===== config.mk =====
export PLATFORM = sky130hd
export DESIGN_NAME = edf_nonpreemptive_dispatcher_top_flat
export DESIGN_NICKNAME = d
export VERILOG_FILES = /design/src/design/edf_pkg.sv /design/src/design/edf_req_if.sv /design/src/design/edf_rsp_if.sv /design/src/design/edf_nonpreemptive_dispatcher_top.sv /design/src/design/edf_table.sv /design/src/flat_wrapper.sv
export SDC_FILE = /design/constraint.sdc
export NUM_CORES = 2
export LEC_CHECK = 0
export BUFFER_PORTS_ARGS = -buffer_cell sky130_fd_sc_hd__buf_2
export CAP_MARGIN = 20
export CORE_MARGIN = 5
export CORE_UTILIZATION = 50
export CTS_CLUSTER_SIZE = 10
export DETAILED_ROUTE_END_ITERATION = 8
export GPL_TIMING_DRIVEN = 0
export PLACE_DENSITY = 0.66
export SETUP_SLACK_MARGIN = 0.05
export SLEW_MARGIN = 20
export SYNTH_ARGS = -nofsm -noshare
export SYNTH_HDL_FRONTEND = slang
export SYNTH_HIERARCHICAL = 1
export SYNTH_SLANG_ARGS = --single-unit

===== constraint.sdc =====
create_clock -name clock -period 16.7 [get_ports clock]
set_clock_uncertainty 0.1 [all_clocks]
set_input_delay 3.34 -clock clock [delete_from_list [all_inputs] [get_ports clock]]
set_output_delay 3.34 -clock clock [all_outputs]
set_load 0.01 [all_outputs]

===== src/design/edf_pkg.sv =====
// Shared types and codes for the deadline-ordered job dispatcher.
// No dependencies; compile first.
package edf_pkg;

   localparam int DEF_TABLE_ENTRIES = 16;

   localparam int TIME_W  = 32;
   localparam int NUM_W   = 16;
   localparam int TOTAL_W = 48;

   // func codes
   localparam logic FN_ENQUEUE  = 1'b0;
   localparam logic FN_DISPATCH = 1'b1;

   // status codes
   localparam logic [1:0] ST_ENQUEUED   = 2'd0;
   localparam logic [1:0] ST_DISPATCHED = 2'd1;
   localparam logic [1:0] ST_FULL       = 2'd2;
   localparam logic [1:0] ST_EMPTY      = 2'd3;

   // one stored job
   typedef struct packed {
      logic [TIME_W-1:0] arrival;
      logic [TIME_W-1:0] due;
      logic [TIME_W-1:0] length;
      logic [NUM_W-1:0]  number;
      logic [TIME_W-1:0] age;
   } entry_type;

endpackage


===== src/design/edf_req_if.sv =====
// Request channel: one job word in (enqueue or dispatch).
// Depends on edf_pkg.
interface edf_req_if;
   import edf_pkg::*;

   logic              valid;
   logic              ready;
   logic              func;
   logic [TIME_W-1:0] arrival_time;
   logic [TIME_W-1:0] due_time;
   logic [TIME_W-1:0] run_length;

   modport source (output valid, func, arrival_time, due_time, run_length, input ready);
   modport sink   (input valid, func, arrival_time, due_time, run_length, output ready);
endinterface


===== src/design/edf_rsp_if.sv =====
// Response channel: one result word out per request word.
// Depends on edf_pkg.
interface edf_rsp_if;
   import edf_pkg::*;

   logic               valid;
   logic               ready;
   logic [1:0]         status;
   logic [NUM_W-1:0]   job_number;
   logic [TIME_W-1:0]  run_start;
   logic [TIME_W-1:0]  wait_ticks;
   logic [TIME_W-1:0]  finish_time;
   logic [TOTAL_W-1:0] wait_total;
   logic [TOTAL_W-1:0] turnaround_total;
   logic [TIME_W-1:0]  jobs_done;

   modport source (output valid, status, job_number, run_start, wait_ticks, finish_time,
                   wait_total, turnaround_total, jobs_done, input ready);
   modport sink   (input valid, status, job_number, run_start, wait_ticks, finish_time,
                   wait_total, turnaround_total, jobs_done, output ready);
endinterface


===== src/design/edf_nonpreemptive_dispatcher_top.sv =====
// Non-preemptive earliest-deadline-first dispatcher, top level.
// Enqueue: one valid bit looked at per cycle in the hunt for the lowest free entry.
// Dispatch: two passes over the job store through its single read port, one word a cycle,
// then two arithmetic steps. One word at a time.
// Synchronous active-high reset clears valid bits, counters, time and totals at once.
// Depends on edf_pkg, edf_req_if, edf_rsp_if, edf_table.
module edf_nonpreemptive_dispatcher_top #(
   parameter int TABLE_ENTRIES = edf_pkg::DEF_TABLE_ENTRIES
) (
   input logic    clock,
   input logic    reset,
   edf_req_if.sink   req_chan,
   edf_rsp_if.source rsp_chan
);
   import edf_pkg::*;

   localparam int IW = $clog2(TABLE_ENTRIES);
   localparam logic [IW-1:0] LAST_IDX = IW'(TABLE_ENTRIES - 1);

   // sequencer states
   localparam logic [2:0] S_IDLE = 3'd0;  // waiting for a request word
   localparam logic [2:0] S_FREE = 3'd1;  // hunt for lowest free entry
   localparam logic [2:0] S_ARR  = 3'd2;  // pass 1: earliest stored arrival
   localparam logic [2:0] S_ADV  = 3'd3;  // idle time jumps forward
   localparam logic [2:0] S_PICK = 3'd4;  // pass 2: earliest deadline among ready jobs
   localparam logic [2:0] S_CALC = 3'd5;  // wait, finish, turnaround increment
   localparam logic [2:0] S_ACC  = 3'd6;  // saturating totals
   localparam logic [2:0] S_OUT  = 3'd7;  // hand result to output register

   logic [2:0] state_ff, state_in;

   // request word held for the duration of the job
   logic [TIME_W-1:0] in_arr_ff, in_arr_in;
   logic [TIME_W-1:0] in_due_ff, in_due_in;
   logic [TIME_W-1:0] in_len_ff, in_len_in;

   // scan index and read pipeline tag (travels alongside the registered read data)
   logic [IW-1:0] idx_ff, idx_in;
   logic          issue_ff, issue_in;
   logic          tag_ok_ff, tag_ok_in;
   logic          tag_vld_ff, tag_vld_in;
   logic          tag_last_ff, tag_last_in;
   logic [IW-1:0] tag_idx_ff, tag_idx_in;

   logic [TABLE_ENTRIES-1:0] valid_ff, valid_in;

   // architectural state
   logic [TIME_W-1:0]  seq_ff, seq_in;
   logic [NUM_W-1:0]   next_num_ff, next_num_in;
   logic [TIME_W-1:0]  cur_ff, cur_in;
   logic [TOTAL_W-1:0] sum_wait_ff, sum_wait_in;
   logic [TOTAL_W-1:0] sum_turn_ff, sum_turn_in;
   logic [TIME_W-1:0]  done_ff, done_in;

   // pass 1 / pass 2 bookkeeping
   logic              have_ff, have_in;
   logic [TIME_W-1:0] min_arr_ff, min_arr_in;
   logic [IW-1:0]     pick_idx_ff, pick_idx_in;
   logic [TIME_W-1:0] best_due_ff, best_due_in;
   logic [TIME_W-1:0] best_age_ff, best_age_in;
   logic [TIME_W-1:0] pick_arr_ff, pick_arr_in;
   logic [TIME_W-1:0] pick_len_ff, pick_len_in;
   logic [NUM_W-1:0]  pick_num_ff, pick_num_in;
   logic [TIME_W:0]   turn_inc_ff, turn_inc_in;

   // result being assembled
   logic [1:0]        res_status_ff, res_status_in;
   logic [NUM_W-1:0]  res_num_ff, res_num_in;
   logic [TIME_W-1:0] res_start_ff, res_start_in;
   logic [TIME_W-1:0] res_wait_ff, res_wait_in;
   logic [TIME_W-1:0] res_fin_ff, res_fin_in;

   // output register
   logic               rsp_valid_ff, rsp_valid_in;
   logic [1:0]         rsp_status_ff, rsp_status_in;
   logic [NUM_W-1:0]   rsp_num_ff, rsp_num_in;
   logic [TIME_W-1:0]  rsp_start_ff, rsp_start_in;
   logic [TIME_W-1:0]  rsp_wait_ff, rsp_wait_in;
   logic [TIME_W-1:0]  rsp_fin_ff, rsp_fin_in;
   logic [TOTAL_W-1:0] rsp_wtot_ff, rsp_wtot_in;
   logic [TOTAL_W-1:0] rsp_ttot_ff, rsp_ttot_in;
   logic [TIME_W-1:0]  rsp_done_ff, rsp_done_in;

   // job store port
   logic      wr_en;
   entry_type wr_data;
   entry_type rd_data;

   edf_table #(
      .ENTRIES (TABLE_ENTRIES),
      .IW      (IW)
   ) u_table (
      .clock   (clock),
      .wr_en   (wr_en),
      .wr_addr (idx_ff),
      .wr_data (wr_data),
      .rd_addr (idx_ff),
      .rd_data (rd_data)
   );

   logic out_free;
   logic req_fire;
   logic elig;
   logic better;
   logic [TIME_W:0]    fin_sum;
   logic [TIME_W-1:0]  wait_val;
   logic [TOTAL_W:0]   wsum;
   logic [TOTAL_W:0]   tsum;

   assign out_free = !rsp_valid_ff || rsp_chan.ready;
   assign req_chan.ready = (state_ff == S_IDLE);
   assign req_fire = req_chan.valid && req_chan.ready;

   // pass 2 comparison on the word coming out of the store
   assign elig   = tag_vld_ff && (rd_data.arrival <= cur_ff);
   assign better = !have_ff || (rd_data.due < best_due_ff) ||
                   ((rd_data.due == best_due_ff) && (rd_data.age > best_age_ff));

   // dispatched job arithmetic; the job is ready so cur >= arrival here
   assign wait_val = cur_ff - pick_arr_ff;
   assign fin_sum  = {1'b0, cur_ff} + {1'b0, pick_len_ff};
   assign wsum     = {1'b0, sum_wait_ff} + (TOTAL_W+1)'(res_wait_ff);
   assign tsum     = {1'b0, sum_turn_ff} + (TOTAL_W+1)'(turn_inc_ff);

   assign wr_data.arrival = in_arr_ff;
   assign wr_data.due     = in_due_ff;
   assign wr_data.length  = in_len_ff;
   assign wr_data.number  = next_num_ff;
   assign wr_data.age     = seq_ff;

   always_comb begin
      state_in      = state_ff;
      in_arr_in     = in_arr_ff;
      in_due_in     = in_due_ff;
      in_len_in     = in_len_ff;
      idx_in        = idx_ff;
      issue_in      = issue_ff;
      tag_ok_in     = 1'b0;
      tag_vld_in    = tag_vld_ff;
      tag_last_in   = tag_last_ff;
      tag_idx_in    = tag_idx_ff;
      valid_in      = valid_ff;
      seq_in        = seq_ff;
      next_num_in   = next_num_ff;
      cur_in        = cur_ff;
      sum_wait_in   = sum_wait_ff;
      sum_turn_in   = sum_turn_ff;
      done_in       = done_ff;
      have_in       = have_ff;
      min_arr_in    = min_arr_ff;
      pick_idx_in   = pick_idx_ff;
      best_due_in   = best_due_ff;
      best_age_in   = best_age_ff;
      pick_arr_in   = pick_arr_ff;
      pick_len_in   = pick_len_ff;
      pick_num_in   = pick_num_ff;
      turn_inc_in   = turn_inc_ff;
      res_status_in = res_status_ff;
      res_num_in    = res_num_ff;
      res_start_in  = res_start_ff;
      res_wait_in   = res_wait_ff;
      res_fin_in    = res_fin_ff;
      rsp_valid_in  = rsp_valid_ff && !rsp_chan.ready;
      rsp_status_in = rsp_status_ff;
      rsp_num_in    = rsp_num_ff;
      rsp_start_in  = rsp_start_ff;
      rsp_wait_in   = rsp_wait_ff;
      rsp_fin_in    = rsp_fin_ff;
      rsp_wtot_in   = rsp_wtot_ff;
      rsp_ttot_in   = rsp_ttot_ff;
      rsp_done_in   = rsp_done_ff;
      wr_en         = 1'b0;

      // read issue for either pass: one address a cycle, tag follows the data
      if (issue_ff) begin
         tag_ok_in   = 1'b1;
         tag_vld_in  = valid_ff[idx_ff];
         tag_last_in = (idx_ff == LAST_IDX);
         tag_idx_in  = idx_ff;
         idx_in      = idx_ff + 1'b1;
         if (idx_ff == LAST_IDX) begin
            issue_in = 1'b0;
         end
      end

      case (state_ff)
         S_IDLE: begin
            if (req_fire) begin
               in_arr_in    = req_chan.arrival_time;
               in_due_in    = req_chan.due_time;
               in_len_in    = req_chan.run_length;
               idx_in       = '0;
               have_in      = 1'b0;
               res_num_in   = '0;
               res_start_in = '0;
               res_wait_in  = '0;
               res_fin_in   = '0;
               if (req_chan.func == FN_ENQUEUE) begin
                  state_in = S_FREE;
               end else begin
                  issue_in = 1'b1;
                  state_in = S_ARR;
               end
            end
         end

         S_FREE: begin
            if (!valid_ff[idx_ff]) begin
               wr_en            = 1'b1;
               valid_in[idx_ff] = 1'b1;
               res_status_in    = ST_ENQUEUED;
               res_num_in       = next_num_ff;
               next_num_in      = next_num_ff + 1'b1;
               seq_in           = seq_ff + 1'b1;
               state_in         = S_OUT;
            end else if (idx_ff == LAST_IDX) begin
               res_status_in = ST_FULL;
               state_in      = S_OUT;
            end else begin
               idx_in = idx_ff + 1'b1;
            end
         end

         S_ARR: begin
            if (tag_ok_ff) begin
               if (tag_vld_ff && (!have_ff || (rd_data.arrival < min_arr_ff))) begin
                  have_in    = 1'b1;
                  min_arr_in = rd_data.arrival;
               end
               if (tag_last_ff) begin
                  state_in = S_ADV;
               end
            end
         end

         S_ADV: begin
            if (!have_ff) begin
               res_status_in = ST_EMPTY;
               state_in      = S_OUT;
            end else begin
               if (min_arr_ff > cur_ff) begin
                  cur_in = min_arr_ff;
               end
               have_in  = 1'b0;
               idx_in   = '0;
               issue_in = 1'b1;
               state_in = S_PICK;
            end
         end

         S_PICK: begin
            if (tag_ok_ff) begin
               if (elig && better) begin
                  have_in     = 1'b1;
                  pick_idx_in = tag_idx_ff;
                  best_due_in = rd_data.due;
                  best_age_in = rd_data.age;
                  pick_arr_in = rd_data.arrival;
                  pick_len_in = rd_data.length;
                  pick_num_in = rd_data.number;
               end
               if (tag_last_ff) begin
                  state_in = S_CALC;
               end
            end
         end

         S_CALC: begin
            valid_in[pick_idx_ff] = 1'b0;
            res_status_in = ST_DISPATCHED;
            res_num_in    = pick_num_ff;
            res_start_in  = cur_ff;
            res_wait_in   = wait_val;
            res_fin_in    = fin_sum[TIME_W] ? '1 : fin_sum[TIME_W-1:0];
            cur_in        = fin_sum[TIME_W] ? '1 : fin_sum[TIME_W-1:0];
            turn_inc_in   = {1'b0, wait_val} + {1'b0, pick_len_ff};
            state_in      = S_ACC;
         end

         S_ACC: begin
            sum_wait_in = wsum[TOTAL_W] ? '1 : wsum[TOTAL_W-1:0];
            sum_turn_in = tsum[TOTAL_W] ? '1 : tsum[TOTAL_W-1:0];
            if (done_ff != '1) begin
               done_in = done_ff + 1'b1;
            end
            state_in = S_OUT;
         end

         S_OUT: begin
            // holds here until the output register has room
            if (out_free) begin
               rsp_valid_in  = 1'b1;
               rsp_status_in = res_status_ff;
               rsp_num_in    = res_num_ff;
               rsp_start_in  = res_start_ff;
               rsp_wait_in   = res_wait_ff;
               rsp_fin_in    = res_fin_ff;
               rsp_wtot_in   = sum_wait_ff;
               rsp_ttot_in   = sum_turn_ff;
               rsp_done_in   = done_ff;
               state_in      = S_IDLE;
            end
         end

         default: begin
            state_in = S_IDLE;
         end
      endcase
   end

   always_ff @(posedge clock) begin
      if (reset) begin
         state_ff     <= S_IDLE;
         idx_ff       <= '0;
         issue_ff     <= 1'b0;
         tag_ok_ff    <= 1'b0;
         valid_ff     <= '0;
         seq_ff       <= '0;
         next_num_ff  <= '0;
         cur_ff       <= '0;
         sum_wait_ff  <= '0;
         sum_turn_ff  <= '0;
         done_ff      <= '0;
         have_ff      <= 1'b0;
         rsp_valid_ff <= 1'b0;
      end else begin
         state_ff     <= state_in;
         idx_ff       <= idx_in;
         issue_ff     <= issue_in;
         tag_ok_ff    <= tag_ok_in;
         valid_ff     <= valid_in;
         seq_ff       <= seq_in;
         next_num_ff  <= next_num_in;
         cur_ff       <= cur_in;
         sum_wait_ff  <= sum_wait_in;
         sum_turn_ff  <= sum_turn_in;
         done_ff      <= done_in;
         have_ff      <= have_in;
         rsp_valid_ff <= rsp_valid_in;
      end
   end

   // payload registers, no reset
   always_ff @(posedge clock) begin
      in_arr_ff     <= in_arr_in;
      in_due_ff     <= in_due_in;
      in_len_ff     <= in_len_in;
      tag_vld_ff    <= tag_vld_in;
      tag_last_ff   <= tag_last_in;
      tag_idx_ff    <= tag_idx_in;
      min_arr_ff    <= min_arr_in;
      pick_idx_ff   <= pick_idx_in;
      best_due_ff   <= best_due_in;
      best_age_ff   <= best_age_in;
      pick_arr_ff   <= pick_arr_in;
      pick_len_ff   <= pick_len_in;
      pick_num_ff   <= pick_num_in;
      turn_inc_ff   <= turn_inc_in;
      res_status_ff <= res_status_in;
      res_num_ff    <= res_num_in;
      res_start_ff  <= res_start_in;
      res_wait_ff   <= res_wait_in;
      res_fin_ff    <= res_fin_in;
      rsp_status_ff <= rsp_status_in;
      rsp_num_ff    <= rsp_num_in;
      rsp_start_ff  <= rsp_start_in;
      rsp_wait_ff   <= rsp_wait_in;
      rsp_fin_ff    <= rsp_fin_in;
      rsp_wtot_ff   <= rsp_wtot_in;
      rsp_ttot_ff   <= rsp_ttot_in;
      rsp_done_ff   <= rsp_done_in;
   end

   assign rsp_chan.valid            = rsp_valid_ff;
   assign rsp_chan.status           = rsp_status_ff;
   assign rsp_chan.job_number       = rsp_num_ff;
   assign rsp_chan.run_start        = rsp_start_ff;
   assign rsp_chan.wait_ticks       = rsp_wait_ff;
   assign rsp_chan.finish_time      = rsp_fin_ff;
   assign rsp_chan.wait_total       = rsp_wtot_ff;
   assign rsp_chan.turnaround_total = rsp_ttot_ff;
   assign rsp_chan.jobs_done        = rsp_done_ff;
endmodule


===== src/design/edf_table.sv =====
// Job store: single write port, single read port with registered read data.
// Depends on edf_pkg.
module edf_table #(
   parameter int ENTRIES = edf_pkg::DEF_TABLE_ENTRIES,
   parameter int IW      = $clog2(ENTRIES)
) (
   input  logic                clock,
   input  logic                wr_en,
   input  logic [IW-1:0]       wr_addr,
   input  edf_pkg::entry_type  wr_data,
   input  logic [IW-1:0]       rd_addr,
   output edf_pkg::entry_type  rd_data
);
   import edf_pkg::*;

   entry_type mem [ENTRIES];
   entry_type rd_data_ff;

   always_ff @(posedge clock) begin
      if (wr_en) begin
         mem[wr_addr] <= wr_data;
      end
      rd_data_ff <= mem[rd_addr];
   end

   assign rd_data = rd_data_ff;
endmodule

===== src/flat_wrapper.sv =====
// flat-port wrapper written by rule: the top's interface ports become plain ports
module edf_nonpreemptive_dispatcher_top_flat import edf_pkg::*;
#(
   parameter int TABLE_ENTRIES = edf_pkg::DEF_TABLE_ENTRIES
)
  (clock, reset, req_chan_valid, req_chan_func, req_chan_arrival_time, req_chan_due_time, req_chan_run_length, req_chan_ready, rsp_chan_valid, rsp_chan_status, rsp_chan_job_number, rsp_chan_run_start, rsp_chan_wait_ticks, rsp_chan_finish_time, rsp_chan_wait_total, rsp_chan_turnaround_total, rsp_chan_jobs_done, rsp_chan_ready);
  edf_req_if req_chan_i ();
  edf_rsp_if rsp_chan_i ();
  input logic clock;
  input logic reset;
  input wire logic [$bits(req_chan_i.valid)-1:0] req_chan_valid;
  input wire logic [$bits(req_chan_i.func)-1:0] req_chan_func;
  input wire logic [$bits(req_chan_i.arrival_time)-1:0] req_chan_arrival_time;
  input wire logic [$bits(req_chan_i.due_time)-1:0] req_chan_due_time;
  input wire logic [$bits(req_chan_i.run_length)-1:0] req_chan_run_length;
  output wire logic [$bits(req_chan_i.ready)-1:0] req_chan_ready;
  output wire logic [$bits(rsp_chan_i.valid)-1:0] rsp_chan_valid;
  output wire logic [$bits(rsp_chan_i.status)-1:0] rsp_chan_status;
  output wire logic [$bits(rsp_chan_i.job_number)-1:0] rsp_chan_job_number;
  output wire logic [$bits(rsp_chan_i.run_start)-1:0] rsp_chan_run_start;
  output wire logic [$bits(rsp_chan_i.wait_ticks)-1:0] rsp_chan_wait_ticks;
  output wire logic [$bits(rsp_chan_i.finish_time)-1:0] rsp_chan_finish_time;
  output wire logic [$bits(rsp_chan_i.wait_total)-1:0] rsp_chan_wait_total;
  output wire logic [$bits(rsp_chan_i.turnaround_total)-1:0] rsp_chan_turnaround_total;
  output wire logic [$bits(rsp_chan_i.jobs_done)-1:0] rsp_chan_jobs_done;
  input wire logic [$bits(rsp_chan_i.ready)-1:0] rsp_chan_ready;
  assign req_chan_i.valid = req_chan_valid;
  assign req_chan_i.func = req_chan_func;
  assign req_chan_i.arrival_time = req_chan_arrival_time;
  assign req_chan_i.due_time = req_chan_due_time;
  assign req_chan_i.run_length = req_chan_run_length;
  assign req_chan_ready = req_chan_i.ready;
  assign rsp_chan_valid = rsp_chan_i.valid;
  assign rsp_chan_status = rsp_chan_i.status;
  assign rsp_chan_job_number = rsp_chan_i.job_number;
  assign rsp_chan_run_start = rsp_chan_i.run_start;
  assign rsp_chan_wait_ticks = rsp_chan_i.wait_ticks;
  assign rsp_chan_finish_time = rsp_chan_i.finish_time;
  assign rsp_chan_wait_total = rsp_chan_i.wait_total;
  assign rsp_chan_turnaround_total = rsp_chan_i.turnaround_total;
  assign rsp_chan_jobs_done = rsp_chan_i.jobs_done;
  assign rsp_chan_i.ready = rsp_chan_ready;
  edf_nonpreemptive_dispatcher_top #(.TABLE_ENTRIES(TABLE_ENTRIES)) u_core (.clock(clock), .reset(reset), .req_chan(req_chan_i), .rsp_chan(rsp_chan_i));
endmodule

==> reports/metrics.csv <==
stage,metric,value,unit
outcome,status,completed,
worst_setup_path,worst reg2reg path depth,23,
place,DP Worst Slack,10.44,ns
routing,Vias,73540,
power,Int Pwr,15.39,mW
timing,RSZ-0062 raised after global routing,no,
timing,Final period util,36.99,%
logic_synthesis,YS warnings,6,
cts,"CTS clk-pin slew, worst paths",0.06,ns
grt,vias in the first global route,72160,
floorplan,Initial Util,50.28,%
worst_setup_path,CP Buf/Inv Count,3,
place,routability cong.,0.9261,
logic_synthesis,Async SR Flop Fraction,0,%
logic_synthesis,"flops & latches, synth",3354,
cts,CTS Root Cell,clkbuf_16,
power,Max IR drop VDD,0.1431,mV
cts,post-CTS setup buffer count,0,
worst_setup_path,Slowest cell on crit path,nor3_1,
logic_synthesis,Post-Syn Area,132100,µm²
worst_setup_path,Worst Path Required,13.26,ns
cts,H-tree depth,5,
floorplan,Die Ht,524.0,µm
grt,first-pass GRT wire length,509500,µm
power,Pwr Density,134.8,nW/µm²
timing,setup ws final,10.52,ns
cts,CTS Hold Bufs,0,
layout,final std cells w/o fill,12180,
logic_synthesis,"area leader, netlist",edfxtp_1,
grt,total grt overflow,0,
layout,Final Instance Area,154100,µm²
layout,Layout area overhead,16.62,%
place,port bufs,344,
logic_synthesis,mean post-synth cell area,17.94,µm²
floorplan,# IOs,345,
power,Psw,5.380,mW
power,Leak,52.16,nW
logic_synthesis,synth unique cells,86,
floorplan,Core Area,262700,µm²
place,DP Area,142800,µm²
logic_synthesis,number of flops mapped to enable cells by yosys,2975,
logic_synthesis,post-synthesis sequential area ratio,73.36,%
logic_synthesis,Post-Syn Nets,7796,
min_path,hold path cells,0,
worst_setup_path,max incr delay on CP,0.53,ns
routing,antenna violation net count after detailed routing,0,
routing,drt wl/cell,29.32,µm
power,sw frac,25.91,%
routing,Via density,6.040,
worst_setup_path,CP Cell Sequence,clkbuf_1 -> clkbuf_1 -> nor3_1 -> buf_2,
place,dpl cells,11480,
cts,CTS tree,done,
routing,DR pass1 iterations,8,
worst_setup_path,CP Depth,4,
place,Final HPWL DP,251400,µm
logic_synthesis,synthesized instance count,7364,
timing,worst slew pin tran,1.167,ns
logic_synthesis,"top cells by area, synth","edfxtp_1 (68%), mux4_2 (9.2%), dfxtp_1 (5.7%)",
timing,minimum hold slack,0.3015,ns
worst_setup_path,Startpoint Class,flop,
logic_synthesis,"Top FF cell, synth",edfxtp_1,
timing,setup TNS,0,ns
power,clock power share,36.5,%
cts,Longest Clk Path Bufs,4,
worst_setup_path,"Arr. time, crit path",2.74,ns
worst_setup_path,Critical Path End Type,primary output,
grt,Tot GR Track Use,25.68,%
routing,DRC Markers,0,
layout,layout cells sized above 1,21.12,%
floorplan,die area,274600,µm²
worst_setup_path,crit path kind,reg2out,
cts,Clock Sinks,3354,
cts,post-CTS sizing,0,
timing,crit path time final,6.178,ns
worst_setup_path,crit-path leading delay family,buffers and inverters,
layout,FILL cells,19360,
floorplan,num rows,188,
power,sequential power share,50.3,%
timing,Rel. slew slack,22.23,%
timing,"Hold Violations, Final",0,
min_path,Hold Crit Class,reg2reg,
worst_setup_path,critical-path maximum fanout,10,
routing,1st-iter DRT viols,8296,
floorplan,Die W,524.0,µm
logic_synthesis,Synth top area share,67.62,%
timing,Final Max Tran Viols,0,
worst_setup_path,"Top cell by count, worst path",clkbuf_1,
cts,TritonCTS buffer count,380,
power,Combinational Power Share,13.2,%
timing,Final setup viols,0,
grt,pin count of the biggest net entering global routing,64,
job,max_cap viols,0,
timing,Fmax achieved,161.9,MHz
grt,initial antenna violation count,35,
cts,clock latency on the worst-skew pair,0.97,ns
layout,NumNets Final,8781,
routing,WL final,357000,µm
==> through the flow <==
| stage | util, % | power, mW |
|---|---|---|
| after floorplan | - | 12.19 |
| after global placement | 52.61 | 13.33 |
| after detailed placement | 54.35 | 13.33 |
| after CTS | 58.63 | 20.90 |
| after global routing | 58.63 | 21.54 |
| final | 58.64 | 20.77 |
==> placed cells by master, fill, tap and decap left out, drive strengths merged, types with 48 or more instances in the layout <==
cell / Yosys / routed
a21oi: 252 / 252
o21ai: 176 / 176
ha: 326 / 326
and3: 50 / 50
dfxtp: 379 / 379
inv: 219 / 229
mux2: 74 / 74
mux4: 541 / 541
edfxtp: 2975 / 2975
xor2: 98 / 98
xnor2: 116 / 116
a22oi: 244 / 244
a211oi: 56 / 56
buf: 132 / 735
a21o: 137 / 137
clkbuf: 168 / 816
and2: 48 / 48
nand3: 86 / 86
nand4: 59 / 59
nor2b: 80 / 80
nand2b: 57 / 57
nor2: 327 / 327
nand2: 276 / 276
==> state kept, by name, summed over array words and instances, names as in the netlist, 33 cells and up <==
name,cells
u_core/rsp_chan.turnaround_total,48
u_core/rsp_chan.wait_total,48
u_core/turn_inc_ff,33
u_core/sum_wait_ff,48
u_core/u_table/mem,2304
u_core/u_table/rd_data,144
u_core/sum_turn_ff,48
==> cell usage after synthesis, types with 21 or more instances <==
| master | instances |
|---|---|
| buf_1 | 39 |
| nand3_1 | 85 |
| a22oi_1 | 244 |
| mux2_2 | 74 |
| nand2b_1 | 57 |
| buf_2 | 51 |
| a211oi_1 | 55 |
| a21oi_1 | 252 |
| dfxtp_1 | 379 |
| o31ai_1 | 22 |
| xor2_1 | 98 |
| nor3_1 | 45 |
| inv_1 | 219 |
| a31oi_1 | 35 |
| a21o_1 | 137 |
| edfxtp_1 | 2975 |
| mux4_2 | 541 |
| nor2_1 | 324 |
| and3_1 | 50 |
| and2_1 | 47 |
| o21ai_0 | 173 |
| nand4_1 | 59 |
| or3_1 | 27 |
| buf_6 | 26 |
| a221oi_1 | 25 |
| xnor2_1 | 116 |
| and4_1 | 21 |
| o221ai_1 | 30 |
| mux2i_1 | 34 |
| o221a_2 | 21 |
| nor2b_1 | 80 |
| clkbuf_1 | 167 |
| o21a_1 | 36 |
| a311oi_1 | 29 |
| ha_1 | 326 |
| nand2_1 | 275 |
==> power groups by stage <==
stage / registers [mW] / clock network (mW) / logic, mW
final: 10.4 / 7.58 / 2.75
after global routing: 10.5 / 8.08 / 2.96
after CTS: 10.4 / 7.72 / 2.74
after detailed placement: 10.6 / 0 / 2.73
after global placement: 10.8 / 0 / 2.58
after floorplan: 10.4 / 0 / 1.76
==> per-layer routing <==
layer	share of wire, %	GRT usage [%]	vias to the layer above
met5	0.018	0	-
met1	40	36.49	37740
met2	46	40.36	3703
met4	3.8	8.788	8
met3	9.3	4.858	623
li1	-	-	31460
==> cell families after synthesis <==
| logic type | synth area share [%] |
|---|---|
| flip-flops | 73.36 |
| AO/OA/AOI/OAI | 6.123 |
| adder cells (fa/ha/maj) | 3.163 |
| AND/OR/NAND/NOR | 4.099 |
| XOR/XNOR | 1.419 |
| buffers and inverters | 1.723 |
| multiplexers | 10.11 |
==> area by class of cell <==
class | count | area [µm²] | share of cell area (%)
diodes | 8 | 20.02 | 0.01299
plain buffers | 300 | 1475 | 0.9575
clock buffers | 648 | 10640 | 6.905
clock inverters | 37 | 604.3 | 0.3923
inverters | 221 | 829.5 | 0.5384
multi-input cells | 3489 | 33090 | 21.48
flip-flops and latches | 3354 | 96920 | 62.91
well taps | 3515 | 4398 | 2.855
repair buffers | 603 | 6090 | 3.953
==> path summary, 6_finish.rpt <==
check,start,end,slack [ns]
worst max-delay path,u_core/state_ff[0]$_SDFFE_PP0P_,req_chan_ready,10.52
worst min-delay path,u_core/u_table/rd_data[38]$_DFF_P_,u_core/pick_num_ff[6]$_DFFE_PP_,0.30
worst max register to register,u_core/cur_ff[0]$_SDFFE_PP0P_,u_core/turn_inc_ff[31]$_DFFE_PP_,10.61
worst min register to register,u_core/u_table/rd_data[38]$_DFF_P_,u_core/pick_num_ff[6]$_DFFE_PP_,0.30
Note: power is estimated with default switching activity, not from simulation.
